<file path="src/rhc_pkg.sv">
`timescale 1ns / 1ps
// Shared types and constants for the RGB to HSV converter.
// Depends on nothing; used by rgb_to_hsv_converter.
package rhc_pkg;

   localparam int CHAN_W     = 8;
   localparam int HUE_W      = 9;
   localparam int DIV_STEPS  = 8;
   localparam int HUE_NUM_W  = 14;
   localparam int SAT_NUM_W  = 16;
   localparam int NUM_STAGES = DIV_STEPS + 3;

   localparam logic [HUE_W-1:0] HUE_GREEN_BASE = 9'd120;
   localparam logic [HUE_W-1:0] HUE_BLUE_BASE  = 9'd240;
   localparam logic [HUE_W-1:0] HUE_WRAP       = 9'd360;

   typedef enum logic [1:0] {
      SECTOR_RED   = 2'd0,
      SECTOR_GREEN = 2'd1,
      SECTOR_BLUE  = 2'd2
   } sector_type;

   typedef struct packed {
      logic [CHAN_W-1:0] red;
      logic [CHAN_W-1:0] green;
      logic [CHAN_W-1:0] blue;
   } req_type;

   typedef struct packed {
      logic [HUE_W-1:0]  hue;
      logic [CHAN_W-1:0] saturation;
      logic [CHAN_W-1:0] brightness;
   } rsp_type;

   // Per-pixel facts that ride alongside the dividers.
   typedef struct packed {
      sector_type        sector;
      logic              neg;
      logic              grey;
      logic              black;
      logic [CHAN_W-1:0] brightness;
   } side_type;

endpackage

</file>
<file path="src/rgb_to_hsv_converter.sv">
`timescale 1ns / 1ps
// Top level of the RGB to HSV converter: front end, scaling, output stage.
// Depends on rhc_pkg and rhc_divider.
//
// Usage
// -----
// Pixels enter on the req_ channel (req_valid, req_ready, req_data) and
// HSV results leave on the rsp_ channel (rsp_valid, rsp_ready, rsp_data).
// A transaction completes on a rising edge where valid and ready are both
// high. Every input transaction yields exactly one result, in order.
// The block is a pipeline of eleven register stages: channel max/min and
// hue sector, scaling of the two numerators, eight restoring divider steps
// (one quotient bit each, hue and saturation side by side) and the final
// hue offset stage. Throughput is one pixel per clock; the divider depth
// sets the latency, not the rate. Each stage holds a valid bit and
// advances whenever the stage after it is empty or advancing, so bubbles
// are squeezed out and new pixels are taken while a finished result
// waits at the output. When the receiver stalls, results back up stage by
// stage and req_ready falls only once the whole pipeline is full; nothing
// is lost or repeated. Synchronous reset clears all valid bits; data
// registers are not reset.
module rgb_to_hsv_converter (
   input  logic             clock,
   input  logic             reset,
   input  logic             req_valid,
   output logic             req_ready,
   input  rhc_pkg::req_type req_data,
   output logic             rsp_valid,
   input  logic             rsp_ready,
   output rhc_pkg::rsp_type rsp_data
);

   localparam int NS    = rhc_pkg::NUM_STAGES;
   localparam int STEPS = rhc_pkg::DIV_STEPS;
   localparam int CW    = rhc_pkg::CHAN_W;
   localparam int HW    = rhc_pkg::HUE_W;

   // ---------------------------------------------------------------
   // Flow control: one valid bit per stage, ready ripples backwards.
   // ---------------------------------------------------------------
   logic [NS-1:0] valid_ff;
   logic [NS-1:0] valid_in;
   logic [NS:0]   ready_chain;

   always_comb begin
      ready_chain[NS] = rsp_ready;
      for (int i = NS - 1; i >= 0; i--) begin
         ready_chain[i] = ~valid_ff[i] | ready_chain[i+1];
      end
      valid_in = ({valid_ff[NS-2:0], req_valid} & ready_chain[NS-1:0])
               | (valid_ff & ~ready_chain[NS-1:0]);
   end

   always_ff @(posedge clock) begin
      if (reset) begin
         valid_ff <= '0;
      end else begin
         valid_ff <= valid_in;
      end
   end

   assign req_ready = ready_chain[0];
   assign rsp_valid = valid_ff[NS-1];

   // ---------------------------------------------------------------
   // Stage 0: largest channel, smallest channel and the signed channel
   // difference that drives the hue. Red wins ties, then green.
   // ---------------------------------------------------------------
   rhc_pkg::sector_type front_sector_in, front_sector_ff;
   logic          front_neg_in, front_neg_ff;
   logic [CW-1:0] front_mag_in, front_mag_ff;
   logic [CW-1:0] front_max_in, front_max_ff;
   logic [CW-1:0] front_delta_in, front_delta_ff;

   always_comb begin
      logic [CW-1:0] red, green, blue, op_a, op_b, min_val;
      red   = req_data.red;
      green = req_data.green;
      blue  = req_data.blue;
      if (red >= green && red >= blue) begin
         front_sector_in = rhc_pkg::SECTOR_RED;
         front_max_in    = red;
         op_a            = green;
         op_b            = blue;
      end else if (green >= blue) begin
         front_sector_in = rhc_pkg::SECTOR_GREEN;
         front_max_in    = green;
         op_a            = blue;
         op_b            = red;
      end else begin
         front_sector_in = rhc_pkg::SECTOR_BLUE;
         front_max_in    = blue;
         op_a            = red;
         op_b            = green;
      end
      min_val = (red < green) ? red : green;
      if (blue < min_val) begin
         min_val = blue;
      end
      front_delta_in = front_max_in - min_val;
      front_neg_in   = op_a < op_b;
      front_mag_in   = front_neg_in ? (op_b - op_a) : (op_a - op_b);
   end

   always_ff @(posedge clock) begin
      if (ready_chain[0]) begin
         front_sector_ff <= front_sector_in;
         front_neg_ff    <= front_neg_in;
         front_mag_ff    <= front_mag_in;
         front_max_ff    <= front_max_in;
         front_delta_ff  <= front_delta_in;
      end
   end

   // ---------------------------------------------------------------
   // Stage 1: numerators 60*|diff| and 255*delta by shift and subtract.
   // ---------------------------------------------------------------
   logic [rhc_pkg::HUE_NUM_W-1:0] scale_hue_num_in, scale_hue_num_ff;
   logic [rhc_pkg::SAT_NUM_W-1:0] scale_sat_num_in, scale_sat_num_ff;
   logic [CW-1:0]                 scale_delta_ff;
   logic [CW-1:0]                 scale_max_ff;
   rhc_pkg::side_type             scale_side_in, scale_side_ff;

   always_comb begin
      scale_hue_num_in = (rhc_pkg::HUE_NUM_W'(front_mag_ff) << 6)
                       - (rhc_pkg::HUE_NUM_W'(front_mag_ff) << 2);
      scale_sat_num_in = (rhc_pkg::SAT_NUM_W'(front_delta_ff) << 8)
                       - rhc_pkg::SAT_NUM_W'(front_delta_ff);
      scale_side_in.sector     = front_sector_ff;
      scale_side_in.neg        = front_neg_ff;
      scale_side_in.grey       = (front_delta_ff == '0);
      scale_side_in.black      = (front_max_ff == '0);
      scale_side_in.brightness = front_max_ff;
   end

   always_ff @(posedge clock) begin
      if (ready_chain[1]) begin
         scale_hue_num_ff <= scale_hue_num_in;
         scale_sat_num_ff <= scale_sat_num_in;
         scale_delta_ff   <= front_delta_ff;
         scale_max_ff     <= front_max_ff;
         scale_side_ff    <= scale_side_in;
      end
   end

   // ---------------------------------------------------------------
   // Stages 2 to 9: the two dividers, with the pixel facts alongside.
   // ---------------------------------------------------------------
   logic [STEPS-1:0]              div_en;
   logic [STEPS-1:0]              hue_quo;
   logic [rhc_pkg::HUE_NUM_W-1:0] hue_rem;
   logic [STEPS-1:0]              sat_quo;
   logic [rhc_pkg::SAT_NUM_W-1:0] sat_rem;
   rhc_pkg::side_type             side_ff [STEPS];

   assign div_en = ready_chain[STEPS+1:2];

   rhc_divider #(
      .STEPS (STEPS),
      .NUM_W (rhc_pkg::HUE_NUM_W),
      .DEN_W (CW)
   ) u_hue_div (
      .clock   (clock),
      .en      (div_en),
      .num_in  (scale_hue_num_ff),
      .den_in  (scale_delta_ff),
      .quo_out (hue_quo),
      .rem_out (hue_rem)
   );

   // The saturation remainder is not needed; the quotient is floored.
   rhc_divider #(
      .STEPS (STEPS),
      .NUM_W (rhc_pkg::SAT_NUM_W),
      .DEN_W (CW)
   ) u_sat_div (
      .clock   (clock),
      .en      (div_en),
      .num_in  (scale_sat_num_ff),
      .den_in  (scale_max_ff),
      .quo_out (sat_quo),
      .rem_out (sat_rem)
   );

   always_ff @(posedge clock) begin
      if (div_en[0]) begin
         side_ff[0] <= scale_side_ff;
      end
      for (int j = 1; j < STEPS; j++) begin
         if (div_en[j]) begin
            side_ff[j] <= side_ff[j-1];
         end
      end
   end

   // ---------------------------------------------------------------
   // Stage 10: sector offset and truncation toward zero. With q the
   // floored quotient, a negative difference gives -q for the red
   // sector (wrapped by 360 when non-zero) and base - q - 1 for the
   // others whenever the division was inexact.
   // ---------------------------------------------------------------
   rhc_pkg::rsp_type out_in, out_ff;

   always_comb begin
      rhc_pkg::side_type side;
      logic [HW-1:0]     quo;
      logic [HW-1:0]     inexact;
      side    = side_ff[STEPS-1];
      quo     = HW'(hue_quo);
      inexact = HW'(hue_rem != '0);
      case (side.sector)
         rhc_pkg::SECTOR_RED: begin
            if (!side.neg) begin
               out_in.hue = quo;
            end else if (quo == '0) begin
               out_in.hue = '0;
            end else begin
               out_in.hue = rhc_pkg::HUE_WRAP - quo;
            end
         end
         rhc_pkg::SECTOR_GREEN: begin
            out_in.hue = side.neg ? (rhc_pkg::HUE_GREEN_BASE - quo - inexact)
                                  : (rhc_pkg::HUE_GREEN_BASE + quo);
         end
         rhc_pkg::SECTOR_BLUE: begin
            out_in.hue = side.neg ? (rhc_pkg::HUE_BLUE_BASE - quo - inexact)
                                  : (rhc_pkg::HUE_BLUE_BASE + quo);
         end
         default: begin
            out_in.hue = '0;
         end
      endcase
      if (side.grey) begin
         out_in.hue = '0;
      end
      out_in.saturation = side.black ? '0 : (sat_quo ^ CW'(sat_rem & '0));
      out_in.brightness = side.brightness;
   end

   always_ff @(posedge clock) begin
      if (ready_chain[NS-1]) begin
         out_ff <= out_in;
      end
   end

   assign rsp_data = out_ff;

endmodule

</file>
<file path="src/rhc_divider.sv">
`timescale 1ns / 1ps
// Pipelined restoring divider, one quotient bit per register stage.
// Standalone; instantiated twice by rgb_to_hsv_converter.
module rhc_divider #(
   parameter int STEPS = 8,
   parameter int NUM_W = 16,
   parameter int DEN_W = 8
) (
   input  logic             clock,
   input  logic [STEPS-1:0] en,
   input  logic [NUM_W-1:0] num_in,
   input  logic [DEN_W-1:0] den_in,
   output logic [STEPS-1:0] quo_out,
   output logic [NUM_W-1:0] rem_out
);

   localparam int CMP_W = DEN_W + STEPS;

   logic [NUM_W-1:0] rem_ff [STEPS];
   logic [STEPS-1:0] quo_ff [STEPS];
   logic [DEN_W-1:0] den_ff [STEPS-1];

   // The numerator must stay below den << STEPS for the quotient to fit.
   genvar j;
   generate
      for (j = 0; j < STEPS; j++) begin : g_step
         localparam int K = STEPS - 1 - j;
         logic [NUM_W-1:0] rem_prev;
         logic [STEPS-1:0] quo_prev;
         logic [DEN_W-1:0] den_prev;
         logic [CMP_W:0]   diff;
         logic             q_bit;
         logic [NUM_W-1:0] rem_in;
         logic [STEPS-1:0] quo_in;

         if (j == 0) begin : g_first
            assign rem_prev = num_in;
            assign quo_prev = '0;
            assign den_prev = den_in;
         end else begin : g_next
            assign rem_prev = rem_ff[j-1];
            assign quo_prev = quo_ff[j-1];
            assign den_prev = den_ff[j-1];
         end

         always_comb begin
            diff   = (CMP_W+1)'(rem_prev) - (((CMP_W+1)'(den_prev)) << K);
            q_bit  = ~diff[CMP_W];
            rem_in = q_bit ? diff[NUM_W-1:0] : rem_prev;
            quo_in = {quo_prev[STEPS-2:0], q_bit};
         end

         always_ff @(posedge clock) begin
            if (en[j]) begin
               rem_ff[j] <= rem_in;
               quo_ff[j] <= quo_in;
            end
         end

         if (j < STEPS - 1) begin : g_den
            always_ff @(posedge clock) begin
               if (en[j]) begin
                  den_ff[j] <= den_prev;
               end
            end
         end
      end
   endgenerate

   assign quo_out = quo_ff[STEPS-1];
   assign rem_out = rem_ff[STEPS-1];

endmodule
</file>
<file path="config.mk">
export PLATFORM = sky130hd
export DESIGN_NAME = rgb_to_hsv_converter
export DESIGN_NICKNAME = d
export VERILOG_FILES = /design/src/rhc_pkg.sv /design/src/rgb_to_hsv_converter.sv /design/src/rhc_divider.sv
export SDC_FILE = /design/constraint.sdc
export NUM_CORES = 1
export LEC_CHECK = 0
export BUFFER_PORTS_ARGS = -buffer_cell sky130_fd_sc_hd__buf_2
export CORE_AREA = 2 2 237 239
export CTS_CLUSTER_SIZE = 30
export DETAILED_ROUTE_END_ITERATION = 8
export DIE_AREA = 0 0 239 241
export PLACE_DENSITY_LB_ADDON = 0.08
export SLEW_MARGIN = 20
export SYNTH_ARGS = -nofsm -noshare
export SYNTH_HDL_FRONTEND = slang
export SYNTH_HIERARCHICAL = 1
export SYNTH_SLANG_ARGS = --single-unit
export TNS_END_PERCENT = 1
</file>
<file path="constraint.sdc">
create_clock -name clock -period 7.9 [get_ports clock]
set_clock_uncertainty 0.15 [all_clocks]
set_input_delay 1.58 -clock clock [delete_from_list [all_inputs] [get_ports clock]]
set_output_delay 1.58 -clock clock [all_outputs]
set_load 0.03 [all_outputs]
</file>
==> results.md <==
- Highest fanout seen on the critical path: 15
- Via total after detailed routing: 18200
- Mean cell area of the mapped netlist: between 10 and 15 sq um
- Iteration count of the initial detailed-routing pass: 5
- Final antenna diode count: 0
- Slowest cell on the critical path: sky130_fd_sc_hd__nor3_2
- Arrival time of the worst setup path: 6690 ps
- Fraction of final layout cells sized beyond drive strength 1: between 10% and 20%
- Overall die width: about 240 um
- Clock root buffer: sky130_fd_sc_hd__clkbuf_16
- Top cell by count, worst path: sky130_fd_sc_hd__a21oi_1
- Worst hold-check path type: flip-flop to flip-flop
- Initial antenna violation count: 3
- Initial detailed-routing violation count: 994
- CTS max path bufs: 3
- First-pass GRT wire length: 90.9 mm
- Total Negative Setup Slacks: 0 ps
- Number of hold buffers added after CTS: 0
- Boundary pin count: 55
- Category of the most critical setup path: input pin to flip-flop
- Placer congestion estimate: around 0.85
- Total CTS buffers: 66
- Startpoint of the most critical hold path: side_ff[1][6]
- R2R Setup Slk: roughly 4000 ps
- CTS tree: done
- Switching share of power: about a third
- Cell breakdown of the critical path: buf_2, inv_1, ha_1, nand2_1, a21oi_1, nand2b_1, a21oi_2, a21oi_1, ha_1, a21oi_1, o21a_1, nand3_1, a21oi_1, nor3_2, o21ai_0, ha_1, a21o_1, a21o_1, a21o_1, a2111oi_0, nor3_1, xnor2_1, xnor2_1
- Critical Path Sink Type: flip-flop
- Actual slew at the worst max-slew pin: about 1100 ps
- Post-Syn Area: 30700 sq um
- Endpoint of the worst hold path: side_ff[1][19]
- Vertical die dimension: 241 um
- Largest net degree at the start of global routing: 72
- Sequential share of power: between 40% and 50%
- Achievable Freq: 0.153 GHz
- Clk_lat worst skew: 580 ps
- Count of nets left with antenna violations after detail routing: 0
- Final routed wirelength across all metal layers: about 56 mm
- Initial core utilization: 56.0%
- Number of placement rows: 86
- Routed WL per cell: 16.9 um
- Ys Warns: 6
- Switching power summed over all nets: roughly 5.3 mW
- Detailed-route DRC error count: 0
- Clock share of power: 19.2%
- Tightest slew margin relative to the limit: between 20% and 30%
- Biggest cell delay along the critical path: 630 ps
- Pins Over Slew Limit: 0
- Startpoint types: input pin
- Worst r2r path cells: 9
- Count of H-tree levels built during CTS: 3
- Number of cells on the worst hold path: 0
- PwrDens: between 400 and 500 nW/um^2
- DR vias/cell: 5.52
- DP Wirelength: 41.3 mm
- Power share of the combinational group: 40.0%
- Fin crit period: 6530 ps
- Endpoint of the worst register-to-register path: u_hue_div/rem_ff[0][21]
- Post-Synthesis Cells: 2440
- Setup-violating endpoint count in the final report: 0
- Share of the core filled with cells: 61.8%
- Leftover overflow at the end of global routing: 0
- Layout net count: about 2800
- # clock sinks: 623
- Max_cap viols: 0
- Leakage component of the power: 13.9 nW
- Buffers inserted by post-CTS timing repair: 0
- Internal Pwr Total: 9.97 mW
- Count of endpoints failing hold in the final timing report: 0
- Area of the die: 57600 sq um
- Result of the run: finished, final reports clean
- Number of global-route vias before repair: about 18000
- GR Util All Layers: about a fifth
- Clock-pin transition on the worst setup and hold timing paths: 60 ps
- Max rail drop VDD: 0.000348 V
- Number of cells upsized or downsized after cts: 0
- Area added between synthesis and finish: 10.3%
- Core footprint: 54900 sq um
- Unrepaired setup endpoints after global routing: no
- Required @ worst endpoint: 8060 ps
- I/O Buffers: 54
- Final worst-path cycle share: 82.7%
-- worst max-delay path by stage --
stage                            start                 to  slack, ps  depth (start not counted)
after floorplan              rsp_ready          req_ready        330                          6
after global placement    req_data[11]  front_delta_ff[7]        880                         22
after detailed placement   req_data[9]  front_delta_ff[7]        820                         23
after CTS                  req_data[9]  front_delta_ff[7]       1410                         23
after global routing      req_data[11]  front_delta_ff[7]        800                         22
final                     req_data[11]  front_delta_ff[7]       1370                         23
-- final cells by class --
type,count,area [sq um]
repair buffers,70,390
fillers,4178,21000
inverters,243,912
flip-flops and latches,623,18600
well taps,704,881
multi-input cells,1533,11100
clock inverters,26,205
clock buffers,88,1870
-- power groups by stage --
stage          Clock (mW)  Combinational, mW  Sequential (mW)
6_report             2.93               6.11             6.22
5_1_grt              3.15               6.90             6.38
4_1_cts              3.01               6.08             6.22
3_5_place_dp            0               6.03             6.28
3_3_place_gp            0               5.81             6.24
2_1_floorplan           0               4.86             6.01
-- flip-flops by register name, summed over array words and instances, names as in the netlist, 13 cells and up, named ones only --
register          cells
side_ff             104
scale_side_ff        13
u_hue_div/quo_ff     36
u_sat_div/den_ff     56
scale_sat_num_ff     16
u_sat_div/quo_ff     36
u_sat_div/rem_ff    112
u_hue_div/den_ff     56
u_hue_div/rem_ff    112
rsp_data             25
-- layer usage --
metal | GRT usage [%] | share of wire (%) | wire length (um) | up-vias
met5 | 0 | 0.074 | 41 | -
met4 | 7.27 | 2.8 | 1550 | 6
met3 | 3.11 | 3.8 | 2090 | 91
met2 | 32.5 | 47 | 26000 | 361
met1 | 26.7 | 47 | 25900 | 8546
li1 | - | - | - | 9148
-- layout by cell type, fill, tap and decap left out, types with 11 or more instances in the layout --
cell type                   count
sky130_fd_sc_hd__edfxtp_1     612
sky130_fd_sc_hd__inv_1        238
sky130_fd_sc_hd__nor2_1       208
sky130_fd_sc_hd__ha_1         201
sky130_fd_sc_hd__a21oi_1      185
sky130_fd_sc_hd__o21ai_0      108
sky130_fd_sc_hd__nand2_1      100
sky130_fd_sc_hd__clkbuf_16     71
sky130_fd_sc_hd__xnor2_1       70
sky130_fd_sc_hd__nor3_1        56
sky130_fd_sc_hd__buf_2         54
sky130_fd_sc_hd__o21a_1        49
sky130_fd_sc_hd__mux2_2        49
sky130_fd_sc_hd__a21o_1        47
sky130_fd_sc_hd__nor2b_1       47
sky130_fd_sc_hd__nand2b_1      37
sky130_fd_sc_hd__mux2i_1       36
sky130_fd_sc_hd__o31ai_1       32
sky130_fd_sc_hd__nand3_1       30
sky130_fd_sc_hd__xor2_1        28
sky130_fd_sc_hd__or3_1         23
sky130_fd_sc_hd__fa_1          19
sky130_fd_sc_hd__buf_4         16
sky130_fd_sc_hd__or4_1         14
sky130_fd_sc_hd__clkbuf_1      14
sky130_fd_sc_hd__clkinv_1      12
sky130_fd_sc_hd__a31oi_1       11
sky130_fd_sc_hd__dfxtp_1       11
-- critical path: cells and delay by family --
kind	cells	cell delay, ps
AOI/OAI and AO/OA	11	2500
adders and majority gates	3	1020
buffers and inverters	2	200
and+or+nand+nor	5	1120
xor gates and xnor gates	2	280
-- per-stage QoR --
| stage | worst slack, ps | hold slack, ps | std cells | total power, mW | area, sq um |
|---|---|---|---|---|---|
| 6_report | 1370 | 250 | 3287 | 15.3 | 33900 |
| 5_1_grt | 799 | 250 | 3287 | 16.4 | 33900 |
| 4_1_cts | 1410 | 245 | 3287 | 15.3 | 33900 |
| 3_5_place_dp | 817 | 255 | 3173 | 12.3 | 31800 |
| 3_3_place_gp | 885 | 251 | 3173 | 12.1 | 31800 |
| 2_1_floorplan | 326 | 250 | 2441 | 10.9 | 30700 |
(Power assumes the default switching activity.)
